**src/design/sensor_table_linear_interpolation_top_assert.svh**
```systemverilog
// Assertion macros for the sensor table interpolation RTL.
`ifndef SENSOR_TABLE_LINEAR_INTERPOLATION_TOP_ASSERT_SVH
`define SENSOR_TABLE_LINEAR_INTERPOLATION_TOP_ASSERT_SVH

// Same-cycle implication, checked on every rising edge outside reset.
`define STLI_ASSERT_NOW(label, ante, cons, msg) \
    label: assert property (@(posedge i_clk) disable iff (!i_rst_n) (ante) |-> (cons)) \
        else $error(msg);

// Next-cycle implication, checked on every rising edge outside reset.
`define STLI_ASSERT_NEXT(label, ante, cons, msg) \
    label: assert property (@(posedge i_clk) disable iff (!i_rst_n) (ante) |=> (cons)) \
        else $error(msg);

`endif

```
**src/design/stli_pkg.sv**
```systemverilog
// Types, constants and helpers for the sensor table interpolation block.
package stli_pkg;

    localparam int VOLT_W      = 24;
    localparam int KNOT_W      = 16;
    localparam int TEMP_W      = 16;
    localparam int STATUS_W    = 2;
    localparam int COUNT_W     = 7;
    localparam int IDX_IN_W    = 6;
    localparam int CFG_IDX_W   = 2;
    localparam int CFG_DATA_W  = 16;
    // A knot scaled to microvolts fits in 23 bits.
    localparam int UV_W        = 23;
    localparam int PROD_W      = UV_W + TEMP_W;
    localparam int UV_PER_UNIT = 100;

    localparam int DEFAULT_MAX_POINTS = 64;

    localparam logic ACT_CONVERT = 1'b0;
    localparam logic ACT_LOAD    = 1'b1;

    localparam logic [CFG_IDX_W-1:0] REG_POINT_COUNT = 2'd0;
    localparam logic [CFG_IDX_W-1:0] REG_FIRST_TEMP  = 2'd1;
    localparam logic [CFG_IDX_W-1:0] REG_SECOND_TEMP = 2'd2;

    localparam logic [STATUS_W-1:0] ST_IN_RANGE = 2'd0;
    localparam logic [STATUS_W-1:0] ST_CLAMP_HI = 2'd1;
    localparam logic [STATUS_W-1:0] ST_CLAMP_LO = 2'd2;
    localparam logic [STATUS_W-1:0] ST_CFG_ERR  = 2'd3;

    typedef enum logic [3:0] {
        S_IDLE,
        S_HI,
        S_LO,
        S_WALK,
        S_MUL,
        S_DSTART,
        S_DWAIT,
        S_FIN
    } t_state;

    function automatic logic [UV_W-1:0] knot_to_uv(input logic [KNOT_W-1:0] k);
        return UV_W'(32'(k) * UV_PER_UNIT);
    endfunction

endpackage

```
**src/design/stli_div.sv**
```systemverilog
// Iterative restoring divider, one quotient bit per cycle.
module stli_div
    import stli_pkg::*;
#(
    parameter int DEN_W = UV_W,
    parameter int Q_W   = TEMP_W
) (
    input  logic                   i_clk,
    input  logic                   i_rst_n,
    input  logic                   i_start,
    input  logic [DEN_W+Q_W-1:0]   i_num,
    input  logic [DEN_W-1:0]       i_den,
    output logic                   o_done,
    output logic [Q_W-1:0]         o_quot
);

    localparam int CNT_W = $clog2(Q_W + 1);

    logic             r_busy;
    logic             r_done;
    logic [CNT_W-1:0] r_cnt;
    logic [DEN_W-1:0] r_rem;
    logic [DEN_W-1:0] r_den;
    logic [Q_W-1:0]   r_low;

    logic [DEN_W:0]   trial;
    logic             ge;

    // The caller guarantees the quotient fits in Q_W bits, so the upper part
    // of the dividend is already below the divisor.
    assign trial = {r_rem, r_low[Q_W-1]};
    assign ge    = trial >= {1'b0, r_den};

    always_ff @(posedge i_clk) begin
        if (!i_rst_n) begin
            r_busy <= 1'b0;
            r_done <= 1'b0;
            r_cnt  <= '0;
        end else begin
            if (i_start) begin
                r_busy <= 1'b1;
                r_done <= 1'b0;
                r_cnt  <= CNT_W'(Q_W);
                r_rem  <= i_num[DEN_W+Q_W-1:Q_W];
                r_low  <= i_num[Q_W-1:0];
                r_den  <= i_den;
            end else if (r_busy) begin
                r_rem  <= ge ? DEN_W'(trial - {1'b0, r_den}) : DEN_W'(trial);
                r_low  <= {r_low[Q_W-2:0], ge};
                r_cnt  <= r_cnt - CNT_W'(1);
                r_busy <= (r_cnt != CNT_W'(1));
                r_done <= (r_cnt == CNT_W'(1));
            end else begin
                r_done <= 1'b0;
            end
        end
    end

    assign o_done = r_done;
    assign o_quot = r_low;

endmodule

```
**src/design/sensor_table_linear_interpolation_top.sv**
```systemverilog
// Sensor table interpolation: converts microvolts to temperature over a knot table.
//
// Input channel (i_in_valid / o_in_stall) carries one item per beat. A load
// beat (i_action high) writes i_knot_voltage at i_knot_index, if inside the
// table, and gives no result. A convert beat gives exactly one result beat on
// the output channel (o_out_valid / i_out_stall) with o_temperature and o_status.
// Configuration is written through i_cfg_we / i_cfg_index / i_cfg_data; the
// user must do so only while the block is idle; the block does not enforce it.
// A convert with a bad configuration goes straight to its result; else the
// voltage is checked against the first knot (clamp high), then the last knot
// (clamp low), then the knots are read one per cycle from the knot memory down
// to the first knot at or below the voltage. A voltage equal to the first knot
// needs no division; otherwise the divider yields one quotient bit per cycle.
// The result is registered, and the next beat is accepted in the cycle after.
// One item is worked on at a time; a finished result sits in the output
// register, so the next item is accepted while that result waits.
// When the receiver stalls, the result holds in the output register and the
// block waits before writing the next result there.
// Reset clears the configuration registers and the control state; the knot
// memory is not cleared and each knot must be loaded before it is used.
module sensor_table_linear_interpolation_top
    import stli_pkg::*;
#(
    parameter int MAX_POINTS = DEFAULT_MAX_POINTS
) (
    input  logic                  i_clk,
    input  logic                  i_rst_n,
    input  logic                  i_cfg_we,
    input  logic [CFG_IDX_W-1:0]  i_cfg_index,
    input  logic [CFG_DATA_W-1:0] i_cfg_data,
    input  logic                  i_in_valid,
    output logic                  o_in_stall,
    input  logic                  i_action,
    input  logic [VOLT_W-1:0]     i_voltage_uv,
    input  logic [IDX_IN_W-1:0]   i_knot_index,
    input  logic [KNOT_W-1:0]     i_knot_voltage,
    output logic                  o_out_valid,
    input  logic                  i_out_stall,
    output logic [TEMP_W-1:0]     o_temperature,
    output logic [STATUS_W-1:0]   o_status
);

    localparam int AW = $clog2(MAX_POINTS);
    localparam int CW = AW + 1;

    `include "sensor_table_linear_interpolation_top_assert.svh"

    // Configuration
    logic [COUNT_W-1:0] r_point_count;
    logic [TEMP_W-1:0]  r_first;
    logic [TEMP_W-1:0]  r_second;

    // Control and work registers
    t_state             r_state, n_state;
    logic [VOLT_W-1:0]  r_v;
    logic [CW-1:0]      r_idx;
    logic [UV_W-1:0]    r_prev;
    logic [UV_W-1:0]    r_den;
    logic [PROD_W-1:0]  r_num;
    logic [TEMP_W-1:0]  r_temp;
    logic [STATUS_W-1:0] r_status;

    logic                r_out_valid;
    logic [TEMP_W-1:0]   r_out_temp;
    logic [STATUS_W-1:0] r_out_status;

    // Knot memory
    logic [KNOT_W-1:0] mem [MAX_POINTS];
    logic [KNOT_W-1:0] r_rd_data;
    logic [AW-1:0]     rd_addr;

    logic              in_acc;
    logic              in_stall;
    logic              out_free;
    logic [CW-1:0]     n;
    logic [CW-1:0]     n_m1;
    logic              cfg_err;
    logic [TEMP_W-1:0] step;
    logic [UV_W-1:0]   knot_uv;
    logic              v_gt;
    logic              v_lt;
    logic              walk_stop;
    logic [CW-1:0]     seg;
    logic [UV_W-1:0]   hv_diff;
    logic              div_start;
    logic              div_done;
    logic [TEMP_W-1:0] div_quot;

    assign in_acc   = i_in_valid && !in_stall;
    assign out_free = !r_out_valid || !i_out_stall;

    // Point count limited to the table depth.
    assign n       = (32'(r_point_count) > MAX_POINTS) ? CW'(MAX_POINTS)
                                                      : CW'(r_point_count);
    assign n_m1    = n - CW'(1);
    assign cfg_err = (n == '0) || (r_first >= r_second);
    assign step    = r_second - r_first;

    assign knot_uv   = knot_to_uv(r_rd_data);
    assign v_gt      = r_v > VOLT_W'(knot_uv);
    assign v_lt      = r_v < VOLT_W'(knot_uv);
    assign walk_stop = !((r_idx < n_m1) && v_lt);
    assign seg       = (r_idx == '0) ? '0 : r_idx - CW'(1);
    // The voltage lies below the upper knot of the segment here.
    assign hv_diff   = UV_W'(VOLT_W'(r_prev) - r_v);

    always_ff @(posedge i_clk) begin
        if (!i_rst_n) begin
            r_point_count <= '0;
            r_first       <= '0;
            r_second      <= '0;
        end else if (i_cfg_we) begin
            case (i_cfg_index)
                REG_POINT_COUNT: r_point_count <= i_cfg_data[COUNT_W-1:0];
                REG_FIRST_TEMP:  r_first       <= i_cfg_data[TEMP_W-1:0];
                REG_SECOND_TEMP: r_second      <= i_cfg_data[TEMP_W-1:0];
                default: ;
            endcase
        end
    end

    always_ff @(posedge i_clk) begin
        if (in_acc && i_action == ACT_LOAD && 32'(i_knot_index) < MAX_POINTS) begin
            mem[AW'(i_knot_index)] <= i_knot_voltage;
        end
    end

    always_ff @(posedge i_clk) begin
        r_rd_data <= mem[rd_addr];
    end

    // Next state
    always_comb begin
        n_state = r_state;
        case (r_state)
            S_IDLE: begin
                if (in_acc && i_action == ACT_CONVERT) begin
                    n_state = cfg_err ? S_FIN : S_HI;
                end
            end
            S_HI:     n_state = v_gt ? S_FIN : S_LO;
            S_LO:     n_state = v_lt ? S_FIN : S_WALK;
            S_WALK: begin
                if (walk_stop) begin
                    n_state = (r_idx == '0) ? S_FIN : S_MUL;
                end
            end
            S_MUL:    n_state = S_DSTART;
            S_DSTART: n_state = S_DWAIT;
            S_DWAIT:  n_state = div_done ? S_FIN : S_DWAIT;
            S_FIN:    n_state = out_free ? S_IDLE : S_FIN;
            default:  n_state = S_IDLE;
        endcase
    end

    // State outputs: stall, memory read address, divider start
    always_comb begin
        in_stall  = 1'b1;
        rd_addr   = '0;
        div_start = 1'b0;
        case (r_state)
            S_IDLE: in_stall = 1'b0;
            S_HI:   rd_addr  = n_m1[AW-1:0];
            S_LO:   rd_addr  = '0;
            S_WALK: begin
                rd_addr = CW'(r_idx + CW'(1)) >= CW'(MAX_POINTS) ? '0
                                                                 : AW'(r_idx + CW'(1));
            end
            S_DSTART: div_start = 1'b1;
            default: ;
        endcase
    end

    always_ff @(posedge i_clk) begin
        if (!i_rst_n) begin
            r_state <= S_IDLE;
            r_idx   <= '0;
        end else begin
            r_state <= n_state;
            case (r_state)
                S_IDLE: begin
                    r_v      <= i_voltage_uv;
                    r_temp   <= '0;
                    r_status <= ST_CFG_ERR;
                end
                S_HI: begin
                    r_temp   <= r_first;
                    r_status <= ST_CLAMP_HI;
                end
                S_LO: begin
                    r_temp   <= r_first + TEMP_W'(n_m1 * step);
                    r_status <= ST_CLAMP_LO;
                    r_idx    <= '0;
                end
                S_WALK: begin
                    // Base temperature of the segment whose lower knot is this one.
                    r_temp   <= r_first + TEMP_W'(seg * step);
                    r_status <= ST_IN_RANGE;
                    r_den    <= r_prev - knot_uv;
                    if (!walk_stop) begin
                        r_prev <= knot_uv;
                        r_idx  <= r_idx + CW'(1);
                    end
                end
                S_MUL: r_num <= PROD_W'(hv_diff) * PROD_W'(step);
                S_DWAIT: begin
                    if (div_done) begin
                        r_temp <= r_temp + div_quot;
                    end
                end
                default: ;
            endcase
        end
    end

    always_ff @(posedge i_clk) begin
        if (!i_rst_n) begin
            r_out_valid <= 1'b0;
        end else begin
            if (r_state == S_FIN && out_free) begin
                r_out_valid  <= 1'b1;
                r_out_temp   <= r_temp;
                r_out_status <= r_status;
            end else if (r_out_valid && !i_out_stall) begin
                r_out_valid <= 1'b0;
            end
        end
    end

    stli_div #(
        .DEN_W (UV_W),
        .Q_W   (TEMP_W)
    ) u_div (
        .i_clk   (i_clk),
        .i_rst_n (i_rst_n),
        .i_start (div_start),
        .i_num   (r_num),
        .i_den   (r_den),
        .o_done  (div_done),
        .o_quot  (div_quot)
    );

    assign o_in_stall    = in_stall;
    assign o_out_valid   = r_out_valid;
    assign o_temperature = r_out_temp;
    assign o_status      = r_out_status;

    `STLI_ASSERT_NEXT(a_cfg_err_result,
        in_acc && i_action == ACT_CONVERT && cfg_err,
        r_state == S_FIN && r_status == ST_CFG_ERR && r_temp == '0,
        "bad configuration did not go straight to an error result")
    `STLI_ASSERT_NEXT(a_load_stays_idle,
        in_acc && i_action == ACT_LOAD,
        r_state == S_IDLE,
        "a load beat left the idle state")
    `STLI_ASSERT_NOW(a_walk_in_table,
        r_state == S_WALK,
        r_idx < n,
        "table walk ran past the last knot")
    `STLI_ASSERT_NOW(a_div_done_waited,
        div_done,
        r_state == S_DWAIT,
        "divider finished outside its wait state")
    `STLI_ASSERT_NEXT(a_result_held,
        r_state == S_FIN && r_out_valid && i_out_stall,
        r_state == S_FIN,
        "result left its work register while the output was still full")

endmodule

```
**config.mk**
```make
export PLATFORM = sky130hd
export DESIGN_NAME = sensor_table_linear_interpolation_top
export DESIGN_NICKNAME = d
export VERILOG_FILES = /design/src/design/stli_pkg.sv /design/src/design/stli_div.sv /design/src/design/sensor_table_linear_interpolation_top.sv
export VERILOG_INCLUDE_DIRS = /design/src /design/src/design
export SDC_FILE = /design/constraint.sdc
export NUM_CORES = 2
export LEC_CHECK = 0
export BUFFER_PORTS_ARGS = -buffer_cell sky130_fd_sc_hd__buf_2
export CORE_MARGIN = 10
export CORE_UTILIZATION = 40
export CTS_CLUSTER_SIZE = 14
export DETAILED_ROUTE_END_ITERATION = 10
export PLACE_DENSITY = 0.66
export RECOVER_POWER = 50
export SYNTH_ARGS = -nofsm -noshare
export SYNTH_HDL_FRONTEND = slang
export SYNTH_HIERARCHICAL = 1
export SYNTH_SLANG_ARGS = --single-unit
```
**constraint.sdc**
```tcl
create_clock -name i_clk -period 24.9 [get_ports i_clk]
set_input_delay 2.49 -clock i_clk [delete_from_list [all_inputs] [get_ports i_clk]]
set_output_delay 2.49 -clock i_clk [all_outputs]
set_load 0.01 [all_outputs]
```
==> metrics.md <==
| Metric | Value |
|---|---|
| Cell count after synthesis | `6875` |
| DIE AREA | `205000 um^2` |
| Initial antenna violation count | `10` |
| Final setup fails | `0` |
| HP Class | `reg -> reg` |
| Max-slew violations | `1191` |
| DP Wirelength | `133 mm` |
| Post-synthesis compound-gate area fraction | `7.03%` |
| Clock Sink Count | `1300` |
| Reg clk slew, reported paths | `0.06 ns` |
| Share of layout cells above drive strength 1 | `7.01%` |
| Adder-cell share of the synthesized area | `17.5%` |
| Reg-to-reg endpoint | `r_num[38]` |
| Area grow syn2layout | `10.9%` |
| Final Hold Fails | `0` |
| NumNets Final | `7763` |
| Fillers | `16900` |
| Simple-Gate Fraction of Synth Area | `16.1%` |
| Final WL | `205 mm` |
| Die width | `452 um` |
| Setup Skew | `0.0427 ns` |
| Final worst path period share | `42.9%` |
| Hold WS | `0.421 ns` |
| Setup Crit Path Kind | `reg -> reg` |
| GRT Total Usage | `19.6%` |
| FMAX | `93.6 MHz` |
| CORE AREA | `186000 um^2` |
| Post-cts sizing count | `0` |
| R2r setup slk | `14.22 ns` |
| Inserted Clock Buffers | `141` |
| Seq cells post-synth | `1300` |
| R2R Path Start | `r_prev[2]` |
| Most frequent cells in the layout | `nand2_1 (1476), edfxtp_1 (1227), inv_1 (658)` |
| Setup crit end kind | `flip-flop` |
| Mapped Area | `74800 um^2` |
| Overflow after GRT | `0` |
| Placer Congestion | `0.908` |
| YS warnings | `6` |
| Final core occ | `44.7%` |
| Seq/Total Area, Yosys | `51.2%` |
| CP Data Required Time | `25.42 ns` |
| Hold path start | `r_den[3]` |
| Largest family of logic cells by synthesized area | `adder cells` |
| Failing checks | `max-capacitance violations, max-slew violations` |
| Initial DRC Count | `4639` |
| Setup ws final | `14.22 ns` |
| Std cell rows | `158` |
| CP Data Arrival Time | `11.20 ns` |
| Post-CTS Hold Buffers | `0` |
| IO Port Bufs | `89` |
| Clock latency on the worst-skew pair | `0.79 ns` |
| Mean Syn Cell Area | `10.9 um^2` |
| RSZ-0062 raised after global routing | `no` |
| Worst path max stage delay | `0.85 ns` |
| Actual slew at the worst max-slew pin | `3.55 ns` |
| Clock Tree Root | `clkbuf_16` |
| Most common cell after layout, fill and taps aside | `nand2_1` |
| Startpoint types | `flip-flop` |
| R2R cell count | `37` |
| Post-synth EDFFs | `1227` |
| Asr flop ratio synth | `0%` |
| Vias in the first global route | `51600` |
| First-pass iteration count of the detailed router | `6` |
| TNS Setup | `0 ns` |
| Synth Flop Type | `edfxtp_1` |
| Ports | `90` |
| Clock Tree Buf Depth | `3` |
| Htree depth | `4` |
| DR WL/cell | `21.5 um` |
| DR vias | `51700` |
| Tmin final | `10.68 ns` |
| Fraction of synthesized cell area in xor and xnor cells | `2.56%` |
| Post-CTS setup buffers | `0` |
| Drt drc | `0` |
| Initial core utilization | `40.3%` |
| CTS tree | `yes` |
| Outcome | `finished with violations` |
| WHS Path Cells | `0` |
| Distinct cells, synth | `85` |
| Place WS | `14.32 ns` |
| Post-synthesis mux area share | `0.472%` |
| Global-route wire length before repair | `313 mm` |
| Largest net degree at the start of global routing | `149` |
| Slew margin rel. | `-137%` |
| Crit-path most repeated cell | `fa_1` |
| Antenna Violating Nets Remaining | `0` |
| Die height | `452 um` |
| Max-cap check violation count | `22` |
| Worst Hold End | `u_div/r_den[3]` |
| Critical Path Fanout Max | `11` |
| DR vias/cell | `5.43` |
| Slowest CP cell | `xor2_1` |
## worst max-delay path, delay by kind of cell, from the launching register on
kind / cells / cell delay, ns
adders and majority gates: 8 / 3.70
buffers and inverters: 5 / 0.24
DFF: 1 / 0.40
and+or+nand+nor: 6 / 1.06
xor gates and xnor gates: 2 / 0.93
AOI/OAI and AO/OA: 16 / 4.05
## Yosys cell counts (all sizes together), types with 73 or more instances
cell type | number | area share (%)
a21oi | 149 | 1.0
clkbuf | 302 | 1.5
a311oi | 145 | 1.7
ha | 342 | 5.7
dfxtp | 73 | 2.0
edfxtp | 1227 | 49
xnor2 | 138 | 1.6
nand2 | 1479 | 7.4
o21ai | 103 | 0.71
and3 | 85 | 0.72
fa | 439 | 12
inv | 658 | 3.3
nand3 | 567 | 3.8
xor2 | 73 | 0.85
nor2 | 421 | 2.1
## cell families (layout without fill, tap and decap cells)
group,after synthesis,in the layout
buffers and inverters,1009,1163
adder cells (fa/ha/maj),781,781
XOR/XNOR,214,214
other,1,4
flip-flops,1300,1300
AND/OR/NAND/NOR,2796,2796
multiplexers,33,33
AO/OA/AOI/OAI,741,741
## area by class of cell
| cell class | count | area [um^2] | share of cell area, % |
|---|---|---|---|
| multi-input cells | 4567 | 32900 | 39.6 |
| repair buffers | 243 | 1550 | 1.86 |
| clock buffers | 177 | 3790 | 4.57 |
| inverters | 659 | 2470 | 2.98 |
| clock inverters | 84 | 835 | 1.01 |
| diodes | 2 | 5.00 | 0.00604 |
| well taps | 2480 | 3100 | 3.74 |
| flip-flops and latches | 1300 | 38300 | 46.2 |
## how the worst max path moves through the flow
stage               from  cells past startpoint         to  slack [ns]
6_report       r_prev[2]                     37  r_num[38]       14.22
5_1_grt        r_prev[2]                     37  r_num[38]       13.43
4_1_cts        r_prev[2]                     37  r_num[38]       14.28
3_5_place_dp   r_prev[2]                     37  r_num[38]       14.32
3_3_place_gp      r_v[2]                     38  r_num[38]       14.45
2_1_floorplan     r_v[0]                     37  r_num[38]       15.86
## sequential cells by signal, indices dropped and copies added (netlist names), 3 cells and up
| signal | flops |
|---|---|
| r_num | 39 |
| r_second | 16 |
| r_state | 3 |
| r_prev | 21 |
| u_div/o_quot | 16 |
| u_div/r_cnt | 5 |
| r_idx | 7 |
| r_temp | 16 |
| r_point_count | 7 |
| u_div/r_den | 23 |
| r_v | 24 |
| o_temperature | 16 |
| r_den | 21 |
| mem | 1024 |
| r_rd_data | 16 |
| r_first | 16 |
| u_div/r_rem | 23 |
## routing by layer
layer	part of all wire (%)	vias to the layer above	global-route usage, %
li1	-	23600	-
met3	7.3	446	3.46
met2	48	1947	33.0
met1	40	25700	25.0
met4	4.1	12	7.62
met5	0.035	-	0
## per-stage QoR
stage | instance area [um^2] | std cells
final | 82900 | 9512
after global routing | 82900 | 9511
after CTS | 83100 | 9510
after detailed placement | 78400 | 9249
after global placement | 78400 | 9249
after floorplan | 74800 | 6876
Power is not shown: default switching activity piles up to over one toggle a cycle in this logic, so the estimate is an artifact.
